## config.mk

```make
export PLATFORM = sky130hd
export DESIGN_NAME = limb_to_digit_gearbox_top
export DESIGN_NICKNAME = d
export VERILOG_FILES = /design/src/rtl/core/lgb_pkg.sv /design/src/rtl/core/lgb_shifter.sv /design/src/rtl/core/lgb_seq.sv /design/src/rtl/core/limb_to_digit_gearbox_top.sv
export SDC_FILE = /design/constraint.sdc
export NUM_CORES = 1
export LEC_CHECK = 0
export ABC_AREA = 0
export BUFFER_PORTS_ARGS = -buffer_cell sky130_fd_sc_hd__buf_4
export CORE_ASPECT_RATIO = 1.75
export CORE_UTILIZATION = 50
export DETAILED_ROUTE_END_ITERATION = 10
export PLACE_DENSITY = 0.75
export SLEW_MARGIN = 5
export SYNTH_ARGS = -nofsm -noshare
export SYNTH_HDL_FRONTEND = slang
export SYNTH_SLANG_ARGS = --single-unit
```

## constraint.sdc

```tcl
create_clock -name clk -period 6.3 [get_ports clk]
set_input_delay 0.945 -clock clk [delete_from_list [all_inputs] [get_ports clk]]
set_output_delay 0.945 -clock clk [all_outputs]
set_load 0.02 [all_outputs]
```

## src/rtl/core/lgb_pkg.sv

```systemverilog
package lgb_pkg;

    // Field and datapath widths
    localparam int LIMB_W  = 64;
    localparam int DIGIT_W = 19;
    localparam int IDX_W   = 20;
    localparam int KW      = 5;
    localparam int AVAIL_W = 7;
    // Window: one limb above at most DIGIT_W-1 leftover bits
    localparam int BUF_W   = LIMB_W + DIGIT_W - 1;

    localparam logic [KW-1:0]      K_MIN     = 5'd8;
    localparam logic [KW-1:0]      K_MAX     = 5'd19;
    localparam logic [KW-1:0]      K_RESET   = 5'd16;
    localparam logic [AVAIL_W-1:0] LIMB_BITS = 7'd64;

    typedef enum logic {
        ST_IDLE,
        ST_SLICE
    } seq_state_t;

    // Sequencer commands to the shift unit
    typedef struct packed {
        logic          load;
        logic          shift;
        logic [KW-1:0] keep_bits;
        logic [KW-1:0] width;
    } shf_ctrl_t;

    // One digit handed to the output stage
    typedef struct packed {
        logic               valid;
        logic [DIGIT_W-1:0] digit;
        logic [DIGIT_W-1:0] index;
        logic               last;
    } emit_t;

    // Low w bits set
    function automatic logic [DIGIT_W-1:0] digit_mask(input logic [KW-1:0] w);
        logic [31:0] m;
        m = (32'd1 << w) - 32'd1;
        return m[DIGIT_W-1:0];
    endfunction

    // Legal digit width from a register write
    function automatic logic [KW-1:0] clamp_width(input logic [KW-1:0] v);
        logic [KW-1:0] r;
        r = v;
        if (v < K_MIN)
            r = K_MIN;
        else if (v > K_MAX)
            r = K_MAX;
        return r;
    endfunction

endpackage

```

## src/rtl/core/lgb_shifter.sv

```systemverilog
module lgb_shifter
    import lgb_pkg::*;
(
    input  logic               clk,
    input  shf_ctrl_t          ctrl,
    input  logic [LIMB_W-1:0]  limb,
    output logic [DIGIT_W-1:0] low_bits
);

    logic [BUF_W-1:0] buf_reg;
    logic [BUF_W-1:0] buf_next;

    // Load puts the limb above the kept leftover bits; shift drops one digit
    always_comb
    begin
        buf_next = buf_reg;
        if (ctrl.load)
        begin
            buf_next = (BUF_W'(limb) << ctrl.keep_bits)
                     | BUF_W'(buf_reg[DIGIT_W-1:0] & digit_mask(ctrl.keep_bits));
        end
        else if (ctrl.shift)
        begin
            buf_next = buf_reg >> ctrl.width;
        end
    end

    always_ff @(posedge clk)
    begin
        buf_reg <= buf_next;
    end

    assign low_bits = buf_reg[DIGIT_W-1:0];

endmodule

```

## src/rtl/core/lgb_seq.sv

```systemverilog
module lgb_seq
    import lgb_pkg::*;
(
    input  logic               clk,
    input  logic               rst_n,
    input  logic               in_valid,
    input  logic               last_limb,
    output logic               in_ready,
    input  logic               cfg_we,
    input  logic [KW-1:0]      cfg_wdata,
    input  logic [DIGIT_W-1:0] low_bits,
    input  logic               out_free,
    output shf_ctrl_t          ctrl,
    output emit_t              emit
);

    seq_state_t          state_reg, state_next;
    logic [KW-1:0]       k_reg, k_next;
    logic [KW-1:0]       pend_cnt_reg, pend_cnt_next;
    logic [IDX_W-1:0]    idx_reg, idx_next;
    logic [AVAIL_W-1:0]  avail_reg, avail_next;
    logic                last_reg, last_next;

    logic [KW-1:0]       keep;
    logic                take_full;
    logic [AVAIL_W-1:0]  avail_after;
    logic                done;

    // Leftover bits in the window and what one slice leaves
    assign keep        = (pend_cnt_reg >= k_reg) ? '0 : pend_cnt_reg;
    assign take_full   = avail_reg >= {2'b00, k_reg};
    assign avail_after = avail_reg - {2'b00, k_reg};
    assign done        = take_full
                       ? (last_reg ? (avail_after == '0) : (avail_after < {2'b00, k_reg}))
                       : 1'b1;
    assign in_ready    = (state_reg == ST_IDLE);

    // Next state
    always_comb
    begin
        state_next = state_reg;
        unique case (state_reg)
            ST_IDLE:
            begin
                if (in_valid)
                    state_next = ST_SLICE;
            end
            ST_SLICE:
            begin
                if (out_free && done)
                    state_next = ST_IDLE;
            end
        endcase
    end

    // Datapath commands, digits and counters
    always_comb
    begin
        k_next        = k_reg;
        pend_cnt_next = pend_cnt_reg;
        idx_next      = idx_reg;
        avail_next    = avail_reg;
        last_next     = last_reg;
        ctrl          = '0;
        ctrl.keep_bits = keep;
        ctrl.width     = k_reg;
        emit          = '0;
        emit.index    = idx_reg[DIGIT_W-1:0];
        emit.digit    = low_bits & digit_mask(k_reg);

        unique case (state_reg)
            ST_IDLE:
            begin
                if (in_valid)
                begin
                    ctrl.load  = 1'b1;
                    avail_next = LIMB_BITS + {2'b00, keep};
                    last_next  = last_limb;
                end
            end
            ST_SLICE:
            begin
                if (out_free)
                begin
                    emit.valid = 1'b1;
                    idx_next   = idx_reg + 1'b1;
                    if (take_full)
                    begin
                        ctrl.shift = 1'b1;
                        avail_next = avail_after;
                        emit.last  = last_reg && (avail_after == '0);
                    end
                    else
                    begin
                        // final partial digit, zero-extended
                        emit.digit = low_bits & digit_mask(avail_reg[KW-1:0]);
                        emit.last  = 1'b1;
                    end
                    if (done)
                    begin
                        if (last_reg)
                        begin
                            pend_cnt_next = '0;
                            idx_next      = '0;
                        end
                        else
                        begin
                            pend_cnt_next = avail_after[KW-1:0];
                        end
                    end
                end
            end
        endcase

        // Width write restarts the stream
        if (cfg_we)
        begin
            k_next        = clamp_width(cfg_wdata);
            pend_cnt_next = '0;
            idx_next      = '0;
        end
    end

    always_ff @(posedge clk or negedge rst_n)
    begin
        if (!rst_n)
        begin
            state_reg    <= ST_IDLE;
            k_reg        <= K_RESET;
            pend_cnt_reg <= '0;
            idx_reg      <= '0;
            avail_reg    <= '0;
            last_reg     <= 1'b0;
        end
        else
        begin
            state_reg    <= state_next;
            k_reg        <= k_next;
            pend_cnt_reg <= pend_cnt_next;
            idx_reg      <= idx_next;
            avail_reg    <= avail_next;
            last_reg     <= last_next;
        end
    end

endmodule

```

## src/rtl/core/limb_to_digit_gearbox_top.sv

```systemverilog
// Limb to digit gearbox.
// Input channel (in_valid/in_ready): one 64-bit limb per beat, least
// significant limb first, last_limb set on the final limb of a number.
// Output channel (out_valid/out_ready): one k-bit digit per beat with its
// index in the number and last_digit on the final digit.
// cfg_we/cfg_wdata set the digit width k (clamped to 8..19) and restart the
// stream; write it only while the block is idle.
// Timing: a limb is loaded into the window, then one shift unit slices one
// digit per cycle from the window while the output register is free; the
// last limb may end in a zero-extended partial digit. The first digit is
// sliced once the limb is in the window and then held in the output register.
// in_ready is high only between limbs.
// Reset: k = 16, no leftover bits, digit index 0, output empty.
// When the receiver stalls the digit holds in the output register and the
// slicer waits; no digits are dropped.
module limb_to_digit_gearbox_top
    import lgb_pkg::*;
(
    input  logic               clk,
    input  logic               rst_n,
    input  logic               in_valid,
    output logic               in_ready,
    input  logic [LIMB_W-1:0]  limb,
    input  logic               last_limb,
    output logic               out_valid,
    input  logic               out_ready,
    output logic [DIGIT_W-1:0] digit,
    output logic [DIGIT_W-1:0] digit_index,
    output logic               last_digit,
    input  logic               cfg_we,
    input  logic [KW-1:0]      cfg_wdata
);

    shf_ctrl_t          ctrl;
    emit_t              emit;
    logic [DIGIT_W-1:0] low_bits;
    logic               out_free;

    logic               out_valid_reg;
    logic [DIGIT_W-1:0] digit_reg;
    logic [DIGIT_W-1:0] index_reg;
    logic               last_reg;

    assign out_free = !out_valid_reg || out_ready;

    lgb_shifter u_shifter (
        .clk      (clk),
        .ctrl     (ctrl),
        .limb     (limb),
        .low_bits (low_bits)
    );

    lgb_seq u_seq (
        .clk       (clk),
        .rst_n     (rst_n),
        .in_valid  (in_valid),
        .last_limb (last_limb),
        .in_ready  (in_ready),
        .cfg_we    (cfg_we),
        .cfg_wdata (cfg_wdata),
        .low_bits  (low_bits),
        .out_free  (out_free),
        .ctrl      (ctrl),
        .emit      (emit)
    );

    // Output register: valid flag
    always_ff @(posedge clk or negedge rst_n)
    begin
        if (!rst_n)
            out_valid_reg <= 1'b0;
        else if (emit.valid)
            out_valid_reg <= 1'b1;
        else if (out_ready)
            out_valid_reg <= 1'b0;
    end

    // Output register: payload
    always_ff @(posedge clk)
    begin
        if (emit.valid)
        begin
            digit_reg <= emit.digit;
            index_reg <= emit.index;
            last_reg  <= emit.last;
        end
    end

    assign out_valid   = out_valid_reg;
    assign digit       = digit_reg;
    assign digit_index = index_reg;
    assign last_digit  = last_reg;

`ifndef SYNTHESIS
    // In the cycle after a limb is taken the slicer is busy and in_ready is low
    a_busy_after_accept: assert property (@(posedge clk) disable iff (!rst_n)
        in_valid && in_ready |=> !in_ready)
        else $error("in_ready high right after a limb was taken");

    // Back-to-back digits of a number carry consecutive indices
    a_index_step: assert property (@(posedge clk) disable iff (!rst_n)
        out_valid && out_ready && !last_digit ##1 out_valid
        |-> digit_index == DIGIT_W'($past(digit_index) + 1'b1))
        else $error("digit index did not advance by one");

    // The digit after a final digit starts a new number
    a_index_restart: assert property (@(posedge clk) disable iff (!rst_n)
        out_valid && out_ready && last_digit ##1 out_valid
        |-> digit_index == '0)
        else $error("digit index did not restart after final digit");
`endif

endmodule
```

## After elaboration in Yosys (flattened, before gate mapping)

Index checks and enable logic that the tools add are counted.

| storage, ports and cells | value |
|---|---|
| register bits | 161 |
| output and inout port bits | 41 |

| operators by class | value |
|---|---|
| add/subtract/negate cells | 6 |
| order comparisons | 5 |
| eq/ne operators | 3 |
| shifts and indexed selects | 5 |
| mux-type cells | 34 |
| bitwise operators | 5 |
| reductions and logical operators | 15 |

Operator list:

| operator | number |
|---|---|
| 82-bit two-way mux | 2 |
| 20-bit two-way mux | 7 |
| 82-bit bitwise OR | 1 |
| 64-bit by 5-bit left shift with 82-bit output | 1 |
| 82-bit by 5-bit right shift with 82-bit output | 1 |
| 19-bit bitwise AND | 3 |
| 1-bit by 5-bit left shift with 19-bit output, first input constant | 3 |
| 19-bit by 1-bit subtractor with 19-bit output, second input constant | 3 |
| 5-bit two-way mux | 8 |
| 7-bit two-way mux | 3 |
| 20-bit by 1-bit adder with 20-bit output, second input constant | 1 |
| 19-bit two-way mux | 1 |
| 7-bit case mux with 2 select lines | 1 |
| 1-bit two-way mux | 11 |
| 2-bit nonzero test | 5 |
| 7-bit by 5-bit adder with 7-bit output, first input constant | 1 |
| 7-bit by 5-bit greater-or-equal comparator with 1-bit output | 1 |
| 7-bit zero test | 1 |
| 7-bit by 5-bit < comparator with 1-bit output | 1 |
| 7-bit by 5-bit subtractor with 7-bit output | 1 |
| 2-bit AND reduction | 3 |
| 3-bit AND reduction | 2 |
| 5-bit greater-or-equal comparator | 1 |
| 5-bit > comparator, second input constant | 1 |
| other kinds (8) | 10 |

## Longest topological paths before layout

| depth | value |
|---|---|
| word-level depth | 8 |
| mapped depth | 18 |
| mapped depth without buffers | 14 |

## Cells and area by module

Synthesis repeated with hierarchy kept, for this count alone.

| unflattened totals | value |
|---|---|
| cells, all modules | 1599 |
| area total of the unflattened synthesis | 17050.1 um2 |

Modules (own cells, without submodules):

| module | instances | cells each | area an instance (um2) | sequential area each (um2) |
|---|---|---|---|---|
| lgb_shifter | 1 | 1134 | 12389.4 | 2462.4 |
| lgb_seq | 1 | 423 | 3442.1 | 952.2 |
| limb_to_digit_gearbox_top | 1 | 42 | 1218.7 | 1196.1 |

## Worst setup path after synthesis

Ideal clock, no wire load.

| timing path | value |
|---|---|
| path kind | register to register |
| from | register u_seq.k_reg[3] |
| to | register u_shifter.buf_reg[10], enable pin |
| library setup time | 608 ps |
| data arrival time | 4181 ps |
| setup slack | 1511 ps |
| cell stages (with the launch flop) | 13 |
| buffers on the path | 4 |
| cell sequence | dfrtp_1 > clkbuf_1 > inv_2 > buf_1 > clkbuf_1 > ha_1 > a21o_1 > and2_1 > nor3_1 > inv_1 > a21oi_1 > clkbuf_1 > inv_1 |

| between the ends | value |
|---|---|
| word-level cells in the longest chain between the ends | 5 |

RTL lines:

| element | line | source |
|---|---|---|
| start, declared | lgb_seq.sv:18 | `logic [KW-1:0] k_reg, k_next;` |
| start signal, assigned | lgb_seq.sv:138 | `k_reg <= k_next;` |
| 7-bit by 5-bit greater-or-equal comparator with 1-bit output | lgb_seq.sv:31 | `assign take_full = avail_reg >= {2'b00, k_reg};` |
| 1-bit two-way mux | lgb_seq.sv:87 | `if (take_full)` |
| 1-bit two-way mux | lgb_seq.sv:83 | `if (out_free)` |
| 1-bit two-way mux | lgb_seq.sv:71 | `unique case (state_reg)` |
| 2-bit nonzero test (no line) | -- |  |
| end signal, assigned | lgb_shifter.sv:30 | `buf_reg <= buf_next;` |
| end, declared | lgb_shifter.sv:10 | `logic [BUF_W-1:0] buf_reg;` |

No other way between the ends.
A chain may end at the register's enable or synchronous reset.

## Worst setup path in the final report

| timing path | value |
|---|---|
| from | register u_seq.k_reg[4] |
| to | register u_shifter.buf_reg[70], data pin |

| between the ends | value |
|---|---|
| word-level cells in the longest chain between the ends | 5 |
| elaborated cells between the ends (all ways) | 7 |
| classes of those cells | order compare: 1; shift: 2; mux: 3; bitwise: 1 |

RTL lines:

| element | line | source |
|---|---|---|
| 5-bit greater-or-equal comparator | lgb_seq.sv:30 | `assign keep = (pend_cnt_reg >= k_reg) ? '0 : pend_cnt_reg;` |
| 5-bit two-way mux | lgb_seq.sv:30 |  |
| 64-bit by 5-bit left shift with 82-bit output | lgb_shifter.sv:19 | `buf_next = (BUF_W'(limb) << ctrl.keep_bits)` |
| 82-bit bitwise OR | lgb_shifter.sv:20 | `\| BUF_W'(buf_reg[DIGIT_W-1:0] & digit_mask(ctrl.keep_bits));` |
| 82-bit two-way mux (*) | lgb_shifter.sv:17 | `if (ctrl.load)` |
| net u_shifter.buf_next[70] | lgb_shifter.sv:11 | `logic [BUF_W-1:0] buf_next;` |

The timed path passes the listed nets; every way through them passes the cells marked *. The select of a mux whose other input is x is not followed.

==> impl_metrics.toml <==
[run_status]
status = "finished clean"

[sta]
worst_slack_ns = 1.90
worst_pin_slew_ns = 1.47
maxSlewHeadroom_pct = 1.53
hold_viol = 0
min_period_over_period_pct = 69.8
grt_setup_unrepaired = "no"
period_minus_slack_ns = 4.40
drv_slew = 0
finalSetupViolCount = 0
fmax_mhz = 227
finClkSkew_ns = 0.0130
tns_ns = 0

[route]
drt_iter0_markers = 2703
viasPerCell = 7.65
ant_nets = 0
detail_route.wirelength_mm = 82.0
wire_per_inst_um = 31.7
vias = 19790
first_pass_iters = 6
drc_errors = 0

[floorplanning]
die_y_um = 250
core_sq_mm = 0.0346
dieWidth_um = 144
initial_core_util_pct = 51.0
pin_count = 116
die_area_sq_mm = 0.0361
placementRows = 90

[pwr]
power.density_mw_per_mm2 = 526
ir_drop_mv = 0.277
totalPowerFinal_mw = 10.1
total_leakage_power_nw = 7.05

[setup_path]
path_class = "register to register"
arrival_ns = 4.60
r2r_start = "u_seq.k_reg[4]"
worst-r2r-cell-count = 9
r2r_setup_slack_ns = 1.90
worst_setup_path_end_kind = "register"
rr_endpoint = "u_shifter.buf_reg[70]"
required_ns = 6.50
cpPeakStageDelay_ns = 0.77
critPathMostFrequentCell = "a221oi_1"
crit_path_cell_trace = "clkinv_1, ha_1, and2_2, buf_4, nand2_1, a221oi_1, o31ai_1, a221oi_1, o21ai_0"
slowest_stage = "a221oi_1"
startpoint = "u_seq.k_reg[4]"
cp_max_fo = 53
startpoint_type = "register"

[logic_synthesis]
synth.distinct_cells = 88
ys_seq_elements = 160
synth_nets = 2219
synth_cells = 2124
avgSynthCellArea_sq_um = 8.31
syn_area_sq_mm = 0.0176
synth_top_flop_cell = "edfxtp_1"
synth_edf_count = 121
yosysSeqAreaShare_pct = 26.1
ys_warn_count = 0
synth-async-reset-ratio_pct = 24.4

[global_route]
antenna_found_initial = 1
grt_max_degree = 70
grt_pass1_wl_mm = 122
grt_pass1_vias = 18870
grtUsageTotal_pct = 45.8
grt-ovfl-total = 0

[finish]
area_growth_pct = 9.14
layout_common_cells = "nand2_1, mux2i_1, buf_4"
n_antenna_cell = 0
finalNonFillerCells = 2587
final_util_pct = 55.7
final_common_cell = "nand2_1"
largest_register_ffs = 82
finalNetCount = 2209
drive_gt1_share_pct = 17.1

[clock_network]
clk_pin_slew_ns = 0.07
root_buffer = "clkbuf_16"
cts_sinks = 160
cts_hold_buf = 0
cts_buffers = 17
cts_tree = "built"
cts_resized = 0
clock_latency_ns = 0.47
htreeDepth = 4
postCtsSetupBuffers = 0
cts_buffer_depth = 2

[placement]
hpwl_mm = 61.0
port_buffers = 115
gp_congestion = 1.02
place_inst = 2555
dp_slack_ns = 2.14

[min_path]
hold_class = "input port to asynchronous set/reset pin"

[job]
max_cap_violations = 0
-- worst max-delay path: cells and delay by family, from the launching register on --
kind            cells  cell delay (ns)
compound gates      4             1.67
buf+inv             2             0.75
simple gates        2             0.74
flops               1             0.54
fa+ha+maj           1             0.39
-- Yosys cell counts (44+ instances only) --
library cell	n	area [sq um]
o21ai_0	173	866
mux2_2	73	822
nor2_1	166	623
mux2i_1	184	1840
clkbuf_1	97	364
buf_2	66	330
o211ai_1	71	533
edfxtp_1	121	3630
nor3_1	45	225
a211oi_1	44	330
a21oi_1	122	611
nand3_1	44	220
nand2_1	239	897
o22ai_1	84	526
-- worst max-delay path by stage --
stage | endpoint | slack [ns] | cells after the start
3_3_place_gp | u_shifter.buf_reg[70] | 2.11 | 8
5_1_grt | u_shifter.buf_reg[74] | 1.76 | 9
3_5_place_dp | u_shifter.buf_reg[70] | 2.14 | 9
6_report | u_shifter.buf_reg[70] | 1.90 | 9
4_1_cts | u_shifter.buf_reg[70] | 2.12 | 8
2_1_floorplan | u_shifter.buf_reg[10] | 1.51 | 12
-- per-stage QoR --
stage	cell area [sq um]	hold WS (ns)
floorplan	17600	0.447
global placement	18700	0.469
detailed placement	18700	0.497
CTS	19300	0.510
global route	19300	0.534
finish	19300	0.483
-- metal layers --
layer  global-route usage, %  routed length [um]  part of all wire [%]
met1                    52.0               27800                    34
met2                    73.4               38000                    46
met3                    11.2                8500                    10
met4                    34.5                7660                   9.3
met5                   0.853                  13                 0.016
-- kinds of logic (layout without fill, tap and decap cells) --
group	count (synthesis)	after routing	synth area share (%)
flops	160	160	26.1
simple gates	602	602	15.2
mux	295	295	19.9
buf+inv	234	237	5.82
xor+xnor	9	9	0.447
fa+ha+maj	20	20	1.46
compound gates	804	804	31.0
-- layout make-up --
| cell class | count | area, sq um |
|---|---|---|
| repair buffers | 174 | 1310 |
| clock inverters | 14 | 134 |
| multi-input cells | 1730 | 12100 |
| inverters | 31 | 116 |
| flip-flops and latches | 160 | 4620 |
| well taps | 460 | 576 |
| fillers | 3220 | 15300 |
| clock buffers | 18 | 429 |
-- power by group --
part,internal (mW),total [mW],switching (mW)
Clock,0.549,1.03,0.478
Combinational,2.26,6.77,4.51
Sequential,1.78,2.33,0.548
Note: power is estimated with default switching activity, not from simulation.
